### src/rtl/lfrc_pkg.sv
// Shared types and constants for the length-prefixed frame receiver.
package lfrc_pkg;

  localparam int unsigned CountW = 9;

  // A length byte of zero stands for the largest payload.
  localparam logic [CountW-1:0] MaxPayload = 9'd256;
  localparam logic [CountW-1:0] MaxFrameLenReset = 9'd260;
  // Header, length, checksum and footer bytes around the payload.
  localparam logic [CountW-1:0] FrameOverhead = 9'd4;
  localparam logic [CountW-1:0] MinFrameLen = 9'd5;
  localparam logic [CountW-1:0] LengthPos = 9'd1;
  localparam logic [CountW-1:0] PayloadStart = 9'd2;

  typedef enum logic [1:0] {
    StInProgress = 2'd0,
    StGood       = 2'd1,
    StMismatch   = 2'd2,
    StOverflow   = 2'd3
  } status_e;

  typedef struct packed {
    logic [7:0] data_byte;
    logic       is_payload;
    logic [7:0] payload_index;
    status_e    status;
  } result_t;

endpackage

### src/rtl/lfrc_parser.sv
// Frame parse state and the per-byte result logic.
module lfrc_parser (
  input  logic                         clk_i,
  input  logic                         rst_ni,
  input  logic                         accept_i,
  input  logic [7:0]                   rx_byte_i,
  input  logic [lfrc_pkg::CountW-1:0]  max_frame_len_i,
  output lfrc_pkg::result_t            result_o
);

  logic [lfrc_pkg::CountW-1:0] byte_count_q, byte_count_d;
  logic [lfrc_pkg::CountW-1:0] payload_length_q, payload_length_d;
  logic [7:0]                  running_sum_q, running_sum_d;
  logic [7:0]                  received_check_q, received_check_d;

  logic [lfrc_pkg::CountW-1:0] count_inc;
  logic [lfrc_pkg::CountW-1:0] offset;
  logic                        overflow;

  always_comb begin
    byte_count_d     = byte_count_q;
    payload_length_d = payload_length_q;
    running_sum_d    = running_sum_q;
    received_check_d = received_check_q;
    overflow         = (byte_count_q >= max_frame_len_i);
    count_inc        = byte_count_q + 9'd1;
    offset           = byte_count_q - lfrc_pkg::PayloadStart;

    result_o.data_byte     = rx_byte_i;
    result_o.is_payload    = 1'b0;
    result_o.payload_index = 8'd0;
    result_o.status        = lfrc_pkg::StInProgress;

    if (overflow) begin
      byte_count_d    = '0;
      result_o.status = lfrc_pkg::StOverflow;
    end else begin
      byte_count_d = count_inc;
      if (byte_count_q == lfrc_pkg::LengthPos) begin
        payload_length_d = (rx_byte_i == 8'd0) ? lfrc_pkg::MaxPayload : {1'b0, rx_byte_i};
        running_sum_d    = 8'd0 - payload_length_d[7:0];
      end else if (byte_count_q >= lfrc_pkg::PayloadStart) begin
        if (offset < payload_length_q) begin
          running_sum_d          = running_sum_q - rx_byte_i;
          result_o.is_payload    = 1'b1;
          result_o.payload_index = offset[7:0];
        end else if (offset == payload_length_q) begin
          received_check_d = rx_byte_i;
        end
      end
      // The footer byte closes the frame; judge the checksum on the updated values.
      if (count_inc >= lfrc_pkg::MinFrameLen &&
          count_inc == payload_length_d + lfrc_pkg::FrameOverhead) begin
        result_o.status = (running_sum_d == received_check_d) ? lfrc_pkg::StGood
                                                              : lfrc_pkg::StMismatch;
        byte_count_d    = '0;
      end
    end
  end

  always_ff @(posedge clk_i or negedge rst_ni) begin
    if (!rst_ni) begin
      byte_count_q     <= '0;
      payload_length_q <= '0;
      running_sum_q    <= '0;
      received_check_q <= '0;
    end else if (accept_i) begin
      byte_count_q     <= byte_count_d;
      payload_length_q <= payload_length_d;
      running_sum_q    <= running_sum_d;
      received_check_q <= received_check_d;
    end
  end

endmodule

### src/rtl/length_frame_receiver_checksum.sv
// Top level of the length-prefixed frame receiver with checksum.
//
//   channel | direction | handshake             | payload
//   --------+-----------+-----------------------+-------------------------------------
//   in      | sink      | in_valid_i/in_stall_o | rx_byte_i
//   out     | source    | out_valid_o/out_stall_i | data_byte_o, is_payload_o,
//           |           |                       | payload_index_o, status_o
//   cfg     | sink      | cfg_we_i              | cfg_wdata_i (max_frame_len)
//
// One beat per cycle while the output is not stalled; each result is registered before it leaves.
// The parse state updates in the same cycle a byte is taken, so bytes chain with no gap.
// Reset clears the parse state and sets the maximum frame length to 260.
// A stalled output holds its beat while one more byte lands in a skid register;
// the input stalls only while that skid register is full.
module length_frame_receiver_checksum (
  input  logic                        clk_i,
  input  logic                        rst_ni,
  input  logic                        in_valid_i,
  output logic                        in_stall_o,
  input  logic [7:0]                  rx_byte_i,
  output logic                        out_valid_o,
  input  logic                        out_stall_i,
  output logic [7:0]                  data_byte_o,
  output logic                        is_payload_o,
  output logic [7:0]                  payload_index_o,
  output logic [1:0]                  status_o,
  input  logic                        cfg_we_i,
  input  logic [lfrc_pkg::CountW-1:0] cfg_wdata_i
);

  logic [lfrc_pkg::CountW-1:0] max_frame_len_q;
  logic                        accept;
  logic                        out_free;
  lfrc_pkg::result_t           result;
  lfrc_pkg::result_t           out_q, skid_q;
  logic                        out_valid_q, skid_valid_q;

  assign accept   = in_valid_i && !skid_valid_q;
  assign out_free = !out_valid_q || !out_stall_i;

  lfrc_parser u_parser (
    .clk_i           (clk_i),
    .rst_ni          (rst_ni),
    .accept_i        (accept),
    .rx_byte_i       (rx_byte_i),
    .max_frame_len_i (max_frame_len_q),
    .result_o        (result)
  );

  always_ff @(posedge clk_i or negedge rst_ni) begin
    if (!rst_ni) begin
      max_frame_len_q <= lfrc_pkg::MaxFrameLenReset;
    end else if (cfg_we_i) begin
      max_frame_len_q <= cfg_wdata_i;
    end
  end

  always_ff @(posedge clk_i or negedge rst_ni) begin
    if (!rst_ni) begin
      out_valid_q  <= 1'b0;
      skid_valid_q <= 1'b0;
    end else if (out_free) begin
      if (skid_valid_q) begin
        out_valid_q  <= 1'b1;
        skid_valid_q <= 1'b0;
      end else begin
        out_valid_q <= accept;
      end
    end else if (accept) begin
      skid_valid_q <= 1'b1;
    end
  end

  always_ff @(posedge clk_i) begin
    if (out_free) begin
      if (skid_valid_q) begin
        out_q <= skid_q;
      end else if (accept) begin
        out_q <= result;
      end
    end else if (accept) begin
      skid_q <= result;
    end
  end

  assign in_stall_o      = skid_valid_q;
  assign out_valid_o     = out_valid_q;
  assign data_byte_o     = out_q.data_byte;
  assign is_payload_o    = out_q.is_payload;
  assign payload_index_o = out_q.payload_index;
  assign status_o        = out_q.status;

  // The skid register only fills behind a held output beat.
  assert property (@(posedge clk_i) disable iff (!rst_ni) skid_valid_q |-> out_valid_q)
    else $error("skid register holds a beat while the output is empty");

  // Payload bytes never close or abort a frame.
  assert property (@(posedge clk_i) disable iff (!rst_ni)
      out_valid_q && out_q.is_payload |-> out_q.status == lfrc_pkg::StInProgress)
    else $error("payload byte reported a frame status");

  // Bytes outside the payload carry a zero index.
  assert property (@(posedge clk_i) disable iff (!rst_ni)
      out_valid_q && !out_q.is_payload |-> out_q.payload_index == 8'd0)
    else $error("nonzero payload index outside the payload");

endmodule
### config.mk
export PLATFORM = sky130hd
export DESIGN_NAME = length_frame_receiver_checksum
export DESIGN_NICKNAME = d
export VERILOG_FILES = /design/src/rtl/lfrc_pkg.sv /design/src/rtl/lfrc_parser.sv /design/src/rtl/length_frame_receiver_checksum.sv
export SDC_FILE = /design/constraint.sdc
export NUM_CORES = 1
export LEC_CHECK = 0
export CAP_MARGIN = 20
export CORE_MARGIN = 3
export CORE_UTILIZATION = 42
export DETAILED_ROUTE_END_ITERATION = 16
export DONT_BUFFER_PORTS = 1
export SLEW_MARGIN = 40
export SYNTH_ARGS = -nofsm -noshare
export SYNTH_HDL_FRONTEND = slang
export SYNTH_SLANG_ARGS = --single-unit
export TNS_END_PERCENT = 1
### constraint.sdc
create_clock -name clk_i -period 4.5 [get_ports clk_i]
set_input_delay 0.225 -clock clk_i [delete_from_list [all_inputs] [get_ports clk_i]]
set_output_delay 0.225 -clock clk_i [all_outputs]
set_load 0.005 [all_outputs]
After elaboration in Yosys (flattened, before gate mapping)

Index checks and enable logic that the tools add are counted.

Input port bits: 22
Register bits after elaboration: 83
Logic and storage cells: 68
Output and inout port bits: 21

Reductions and logical operators: 12
Equal/unequal tests: 4
Order comparisons: 4
Bitwise operators: 2
Muxes and demuxes: 26
Add/sub/neg operators: 5

Operators by type and width:

| kind                  | number |
|---|---|
| $mux W9               | 9 |
| $mux W8               | 9 |
| $mux W19              | 2 |
| $eq A9 B9 Y1          | 2 |
| $add A9 B1 Y9 const B | 1 |
| $add A9 B3 Y9 const B | 1 |
| $eq A9 B1 Y1 const B  | 1 |
| $ge A9 B2 Y1 const B  | 1 |
| $ge A9 B3 Y1 const B  | 1 |
| $ge A9 B9 Y1          | 1 |
| $lt A9 B9 Y1          | 1 |
| $sub A9 B2 Y9 const B | 1 |
| $eq A8 B8 Y1          | 1 |
| $logic_not A8 Y1      | 1 |
| $sub A1 B8 Y8 const A | 1 |
| $sub A8 B8 Y8         | 1 |
| $mux W2               | 3 |
| $reduce_and A2 Y1     | 3 |
| $reduce_bool A2 Y1    | 2 |
| $logic_not A1 Y1      | 3 |
| $mux W1               | 3 |
| $logic_and A1 B1 Y1   | 2 |
| $not A1 Y1            | 2 |
| $logic_or A1 B1 Y1    | 1 |

Depth between registers and ports, before layout

Gate-level depths: netlist of the first run.

Depth after elaboration: 13
Mapped depth: 18
Depth with buffers taken out: 16

Hierarchy

From an unflattened synthesis of the first run, not the netlist that was laid out.

Cells, all modules: 547
Area total of the unflattened synthesis: 5551.6 sq um

Modules (own cells, without submodules):

| module                         | sequential area each (sq um) | area each (sq um) | times used | cells each |
|---|---|---|---|---|
| lfrc_parser                    | 850.8                        | 3669.8            | 1          | 461 |
| length_frame_receiver_checksum | 1418.9                       | 1881.8            | 1          | 86 |

Least setup slack after synthesis of the first run

No wires, ideal clock.

Path kind: flip-flop to flip-flop
Start point: register u_parser.byte_count_q[4] in the netlist's numbering
End point: register out_q (netlist bit status_o[1]) (data pin)
Required time: 4239 ps
Arrival: 3738 ps
Path buffers: 2
Cell stages (with the launch flop): 16
Setup slack: 501 ps
Period minus slack after synthesis: 3999 ps
Setup time: 261 ps
Path through: dfrtp_1 -> buf_6 -> nor4_4 -> nand2_1 -> xnor2_1 -> ha_1 -> nand4_1 -> nor3_1 -> nor3_1 -> or2_2 -> buf_6 -> a22oi_2 -> a222oi_1 -> a2111oi_1 -> nand3_1 -> a221o_1

Word-level cells in the longest chain between the ends: 13
Elaborated cells on any way between the ends: 28
Classes of those cells: add/sub: 3; order compare: 4; eq/ne: 4; mux: 16; reduce/logical: 1

RTL lines:

| what                                                   | RTL line                             | RTL |
|---|---|---|
| from (decl)                                            | lfrc_parser.sv:11                    | `logic [lfrc_pkg::CountW-1:0] byte_count_q, byte_count_d;` |
| from (signal assigned)                                 | lfrc_parser.sv:68                    | `byte_count_q <= byte_count_d;` |
| branches (longest 10 deep; another with $sub A9 B2 Y9) | --                                   |  |
| $mux W2 (*)                                            | lfrc_parser.sv:34                    | `if (overflow) begin` |
| $mux W19 (*)                                           | length_frame_receiver_checksum.sv:78 | `end else if (accept) begin` |
| $mux W19 (*)                                           | length_frame_receiver_checksum.sv:76 | `if (skid_valid_q) begin` |
| to (signal assigned)                                   | length_frame_receiver_checksum.sv:77 | `out_q <= skid_q;` |
| to (signal assigned)                                   | length_frame_receiver_checksum.sv:79 | `out_q <= result;` |
| to (decl)                                              | length_frame_receiver_checksum.sv:35 | `lfrc_pkg::result_t out_q, skid_q;` |

Every way passes the cells marked *. The select of a mux whose other input is x is not followed.
A chain may end at the register's enable or synchronous reset.

Final worst setup path of the first run

Start point: register u_parser.byte_count_q[1] in the netlist's numbering
End point: register out_q (netlist bit status_o[0]) (data pin)

The elaborated chain is that of the path after synthesis.

==> metrics.md, run 1 <==
| Metric | Value |
|---|---|
| Critical-path cell list | `buf_4 > nor3_1 > buf_4 > xnor2_1 > inv_1 > ha_1 > a21oi_1 > o21ai_0 > a211oi_2 > nand2_1 > a211o_1 > a222oi_1 > a2111oi_2 > and3_1 > a221o_1` |
| Critical Path Slowest Stage Cell | `a222oi_1` |
| Post-Syn Area | `5610 sq um` |
| Final worst path period share | `0.917` |
| Setup CP Type | `reg -> reg` |
| YS warnings | `0` |
| Wire per inst | `20.4 um` |
| CTS tree | `built` |
| Fmax | `242 MHz` |
| Layout cell share with drive strength beyond 1 | `0.113` |
| Hold Violations, Final | `0` |
| Ys async rst share | `0.542` |
| Power density over the cells | `793 nW/um^2` |
| Syn nets | `658` |
| Cells after Synth | `602` |
| Final setup fails | `0` |
| Die H | `122 um` |
| Worst path required time | `4.59 ns` |
| Clock latency on the worst-skew pair | `0.35 ns` |
| Clock H-tree levels | `3` |
| Leak Pwr | `2.64 nW` |
| Seq cells post-synth | `83` |
| Buf/Inv on CP | `3` |
| EDFF count, synth | `38` |
| IO Count | `43` |
| Met2 usage | `0.352` |
| Max Cap Viol | `0` |
| Setup TNS | `0 ns` |
| Critical Path Start Type | `register` |
| Post-Route WL | `16300 um` |
| IO buf count | `0` |
| Overflow after GRT | `0` |
| Clock buffers created by TritonCTS | `9` |
| RSZ-0062 raised after global routing | `false` |
| Sequential share of the synthesized area | `0.404` |
| Residual DRC | `0` |
| Final Slew Violations | `0` |
| Vias in the first global route | `4756` |
| Min-Delay Path Class | `in -> reg` |
| Worst Skew | `0.0103 ns` |
| Total core area | `12800 sq um` |
| Global-route met1 utilization | `0.330` |
| Clock buffer depth | `2` |
| Min-delay src | `cfg_we_i` |
| CP dominant cell by count | `buf_4` |
| Starting DRT DRC Count | `516` |
| Fillers | `1238` |
| Busiest grt layer | `met2` |
| Arrival time worst endpoint | `4.22 ns` |
| Antenna cells | `0` |
| Count of cell types in the netlist | `76` |
| CTS root buf | `clkbuf_16` |
| Post-DP HPWL | `11800 um` |
| Area delta synth->final | `13.4%` |
| Largest net degree at the start of global routing | `46` |
| Ys flop type | `dfrtp_1` |
| Initial Utilization | `0.438` |
| Die Width | `122 um` |
| Syn avg cell area | `9.33 sq um` |
| Hold_ws | `0.00401 ns` |
| Global-route track usage on met3 | `0.0427` |
| Critical path's largest stage delay | `0.51 ns` |
| Outcome | `completed` |
| GRT Resource Usage Total | `0.231` |
| Worst-path clk slew | `0.07 ns` |
| VDD IR max | `0.302 mV` |
| CP startpoint | `u_parser.byte_count_q[1]` |
| Slew headroom | `0.594` |
| Vias per Instance | `5.90` |
| FF-to-FF Start | `u_parser.byte_count_q[1]` |
| Fin crit period | `4.12 ns` |
| Final net count | `678` |
| Worst Setup End Kind | `register` |
| Drt first pass iters | `5` |
| Full die area | `14800 sq um` |
| FP Rows | `41` |
| Initial antenna violation count | `0` |
| Sink Count | `83` |
| ANT nets after route | `0` |
| GPL Wtd Cong | `0.953` |
| First-pass GRT wire length | `26200 um` |
| Critical-path maximum fanout | `7` |
| Vias | `4718` |
| Kind of cell adding the most delay to the critical path | `compound AO/OA/AOI/OAI gates` |
| Slew @ Worst Pin | `0.602 ns` |
report_power, final:
group	leakage [nW]	switching [W]	internal, W	total (W)
clock	0.146	0.000338	0.000436	0.000774
combinational	1.56	0.00183	0.00123	0.00305
sequential	0.929	0.000179	0.00104	0.00122
timing repair:
item / 4_1_cts / 5_1_grt
buffers inserted: 0 / 1
hold buffers: 17 / 0
setup endpoints to repair: 0 / 4
endpoints found under the hold margin: 61 / 0
gates resized for setup: 0 / 7
worst paths after layout:
kind	endpoint	slack (ns)	cells past startpoint
setup / recovery	status_o[0]	0.38	15
min in group asynchronous	u_parser.received_check_q[2]	0.41	2
hold reg to reg	u_parser.received_check_q[7]	0.51	1
hold / removal	max_frame_len_q[5]	0.004	2
setup reg to reg	status_o[0]	0.38	15
max in group asynchronous	max_frame_len_q[8]	3.80	2
logic make-up (layout without fill, tap and decap cells):
kind of cell	after synthesis	in the layout	share of synthesized area
muxes	22	22	0.0417
AOI/OAI and AO/OA	166	166	0.195
buffers and inverters	72	97	0.0555
xor gates and xnor gates	32	32	0.0499
DFF	83	83	0.404
adders and majority gates	34	34	0.0771
and+or+nand+nor	193	193	0.176
worst reg2reg max path, delay by kind of cell, from the launching register on:
kind                       cells  cell delay (ns)
DFF                            1             0.38
and+or+nand+nor                3             0.69
adders and majority gates      1             0.32
AOI/OAI and AO/OA              7             1.88
buffers and inverters          3             0.41
xor gates and xnor gates       1             0.18
registers in the layout (all words and copies together) (netlist names):
| name | flops |
|---|---|
| is_payload_o | 1 |
| u_parser.received_check_q | 8 |
| payload_index_o | 8 |
| status_o | 2 |
| u_parser.byte_count_q | 9 |
| data_byte_o | 8 |
| out_valid_o | 1 |
| u_parser.payload_length_q | 9 |
| max_frame_len_q | 9 |
| in_stall_o | 1 |
| skid_q | 19 |
| u_parser.running_sum_q | 8 |
layout make-up:
type / instances / area, sq um / share of cell area
multi-input combinational: 447 / 3080 / 0.483
tap: 172 / 215 / 0.0338
sequential: 83 / 2270 / 0.356
clock inverter: 7 / 75.1 / 0.0118
clock buffer: 9 / 225 / 0.0354
timing repair buffer: 38 / 345 / 0.0542
inverter: 43 / 161 / 0.0253
Yosys cell counts (4+ instances only):
master     n  area [sq um]
nor2_1    48           180
o21a_1     5          37.5
mux2i_1   11           110
a22oi_1    4          30.0
a21oi_1   25           125
a211o_1    5          43.8
nand3_1   21           105
o211ai_1  10          75.1
edfxtp_1  38          1140
o21ai_0   54           270
nand2_1   58           218
o31ai_1   10          75.1
xnor2_1   17           149
a31oi_1    8          50.1
nand4_1   12          75.1
a21o_1     7          52.6
clkbuf_1  16          60.1
buf_2      6          30.0
mux2_2    11           124
ha_1      33           413
inv_1     43           161
dfrtp_1   43          1080
nor3_1    17          85.1
xor2_1    15           131
nand2b_1   6          37.5
through the flow:
stage               total power [W]  area (sq um)  std cells  worst slack, ns   util
floorplan                   0.00332          5610        602            0.501      -
finish                      0.00505          6370        799            0.376  0.497
detailed placement          0.00411          5840        765            0.232  0.455
global route                0.00545          6370        799          0.00952  0.497
CTS                         0.00493          6330        798            0.204  0.493
global placement            0.00407          5830        765            0.351  0.455
routing by layer:
layer / part of all wire / wire length (um)
met1: 0.47 / 7570
met2: 0.44 / 7220
met3: 0.068 / 1100
met4: 0.023 / 376
met5: 0 / 0
cells in the final DEF, fill, tap and decap left out, types with 7 or more instances in the layout:
| cell type | count |
|---|---|
| nand2_1 | 58 |
| o21ai_0 | 53 |
| nor2_1 | 48 |
| inv_1 | 43 |
| dfrtp_1 | 43 |
| edfxtp_1 | 38 |
| ha_1 | 33 |
| a21oi_1 | 24 |
| nand3_1 | 21 |
| buf_4 | 21 |
| xnor2_1 | 17 |
| nor3_1 | 16 |
| dlygate4sd3_1 | 16 |
| xor2_1 | 15 |
| nand4_1 | 12 |
| mux2i_1 | 11 |
| mux2_2 | 11 |
| o31ai_1 | 10 |
| o211ai_1 | 10 |
| clkbuf_16 | 9 |
| a31oi_1 | 8 |
| a21o_1 | 7 |
Note: power is estimated with default switching activity, not from simulation.
==> run 2: changes to the inputs <==
--- a/config.mk
+++ b/config.mk
@@ -8,8 +8,10 @@
 export CAP_MARGIN = 20
 export CORE_MARGIN = 3
 export CORE_UTILIZATION = 42
+export CTS_CLUSTER_SIZE = 25
 export DETAILED_ROUTE_END_ITERATION = 16
 export DONT_BUFFER_PORTS = 1
+export GPL_TIMING_DRIVEN = 0
 export SLEW_MARGIN = 40
 export SYNTH_ARGS = -nofsm -noshare
 export SYNTH_HDL_FRONTEND = slang
==> run 2 against run 1 <==
  * Register-to-register slack got worse by 0.24 ns
  * Maximum frequency fell by 5.5%
  * Combinational power rose by 15%
  * The flow now finishes with violations (hold timing)
  * Count of clock-buffer cells in the layout rose by 1
  * Global-route usage rose by 0.12 points
  * Power rose by 7.6%
  * Die area did not move
  * First-iteration DRC count rose by 16%
  * Cell count rose by 2.9%
  * Setup slack got worse by 0.24 ns
  * Wire length rose by 3.8%
  * Sequential share of layout area fell by 1.1 points
==> metrics.md, run 2 (synthesis results as in run 1) <==
| Metric | Value |
|---|---|
| Clock buffers created by TritonCTS | `9` |
| Setup CP Type | `reg -> reg` |
| Fmax | `229 MHz` |
| Post-DP HPWL | `11900 um` |
| Clock H-tree levels | `3` |
| Die Width | `122 um` |
| Hold_ws | `-0.00452 ns` |
| Critical-path cell list | `inv_1 > ha_4 > nand2_1 > nor4_2 > xnor2_1 > inv_1 > ha_4 > nand4_1 > nor3_4 > nor3_4 > or2_2 > buf_6 > a22oi_2 > a222oi_1 > a2111oi_4 > nand3_2 > a221o_1` |
| GPL Wtd Cong | `1.00` |
| Commonest cells after routing, fill and taps aside | `nand2_1 (57), o21ai_0 (52), nor2_1 (45)` |
| Clock buffer depth | `2` |
| Leak Pwr | `2.70 nW` |
| Critical Path Slowest Stage Cell | `dfrtp_2` |
| Final worst path period share | `0.970` |
| Critical-path maximum fanout | `9` |
| Vias per Instance | `6.01` |
| Power density over the cells | `824 nW/um^2` |
| Final setup fails | `0` |
| Critical Path Start Type | `register` |
| Clock latency on the worst-skew pair | `0.35 ns` |
| Vias | `4939` |
| Fin crit period | `4.37 ns` |
| Initial antenna violation count | `0` |
| Arrival time worst endpoint | `4.46 ns` |
| Vias in the first global route | `4684` |
| Die H | `122 um` |
| Critical path's largest stage delay | `0.47 ns` |
| VDD IR max | `0.294 mV` |
| Post-DP Area | `5850 sq um` |
| Residual DRC | `0` |
| Outcome | `complete, but fails checks` |
| Kind of cell adding the most delay to the critical path | `simple AND/OR/NAND/NOR gates` |
| IO buf count | `0` |
| CTS root buf | `clkbuf_16` |
| First-pass GRT wire length | `26300 um` |
| Post-Route WL | `16900 um` |
| Failing checks | `hold timing` |
| IO Count | `43` |
| Max Cap Viol | `0` |
| GRT Resource Usage Total | `0.232` |
| Starting DRT DRC Count | `596` |
| Antenna cells | `0` |
| Full die area | `14800 sq um` |
| ANT nets after route | `0` |
| Final Slew Violations | `0` |
| Layout cell share with drive strength beyond 1 | `0.155` |
| Slew headroom | `0.423` |
| Slew @ Worst Pin | `0.866 ns` |
| Initial Utilization | `0.438` |
| Sink Count | `83` |
| Final core utilization | `0.514` |
| Total core area | `12800 sq um` |
| Area delta synth->final | `17.3%` |
| Wire per inst | `20.5 um` |
| Final net count | `701` |
| Most common cell after layout, fill and taps aside | `nand2_1` |
| Worst Setup End Kind | `register` |
| Largest Register | `skid_q` |
| Worst path required time | `4.60 ns` |
| Worst-path clk slew | `0.07 ns` |
| Fin area | `6590 sq um` |
| Number of flip-flops in the largest register | `19` |
| Worst Skew | `0.0101 ns` |
| FP Rows | `41` |
| Drt first pass iters | `6` |
| Buf/Inv on CP | `3` |
| Overflow after GRT | `0` |
| Min-Delay Path Class | `in -> reg` |
| Hold Violations, Final | `1` |
| Largest net degree at the start of global routing | `46` |
| CTS tree | `built` |
[run 2: cell types whose count changed in the layout (fill, tap and decap cells not counted), sizes merged]
cell         delta
clkbuf         +17
bufinv          -1
buf            +10
dlygate4sd3     -3
[run 2: per-layer routing]
metal / vias up / track usage / wire length, um
li1: 2293 / - / -
met2: 236 / 0.348 / 7530
met4: 0 / 0.0875 / 388
met1: 2374 / 0.340 / 7690
met5: - / 0 / 0
met3: 36 / 0.0357 / 1280
[run 2: final timing paths]
path / slack [ns] / start / cells past startpoint / to
min in group asynchronous: 0.44 / rst_ni / 2 / u_parser.payload_length_q[4]
max: 0.13 / u_parser.byte_count_q[2] / 17 / status_o[1]
max in group asynchronous: 3.79 / rst_ni / 2 / max_frame_len_q[8]
min: -0.005 / cfg_wdata_i[8] / 2 / max_frame_len_q[8]
max reg2reg: 0.13 / u_parser.byte_count_q[2] / 17 / status_o[1]
min reg2reg: 0.52 / max_frame_len_q[2] / 2 / max_frame_len_q[2]
[run 2: timing repair]
| item | CTS | global route |
|---|---|---|
| hold endpoints to repair | 57 | 0 |
| resized for setup | 11 | 25 |
| hold buffers | 14 | 0 |
| endpoints found under the setup margin | 4 | 4 |
| setup buffers | 5 | 14 |
| pin swaps | 6 | 12 |
[run 2: stage by stage]
step / total power (W) / worst slack (ns) / setup TNS (ns) / instances
floorplan: 0.00332 / 0.501 / 0 / 602
global placement: 0.00399 / -0.731 / -2.19 / 774
detailed placement: 0.00406 / -0.460 / -1.22 / 774
CTS: 0.00495 / 0.00358 / 0 / 809
global route: 0.00577 / -0.0913 / -0.160 / 822
finish: 0.00543 / 0.135 / 0 / 822
[run 2: area by class of cell]
type | count | area [sq um]
Clock inverter | 6 | 47.5
Clock buffer | 10 | 229
Fill cell | 1189 | 6240
Multi-Input combinational cell | 447 | 3210
Inverter | 43 | 161
Timing Repair Buffer | 33 | 298
Tap cell | 172 | 215
Buffer | 28 | 153
Sequential cell | 83 | 2270
[run 2: report_power, final]
group,internal [W],switching [W],total (W),leakage [nW]
Sequential,0.00104,0.000157,0.00120,0.925
Combinational,0.00139,0.00213,0.00352,1.64
Clock,0.000380,0.000328,0.000708,0.134
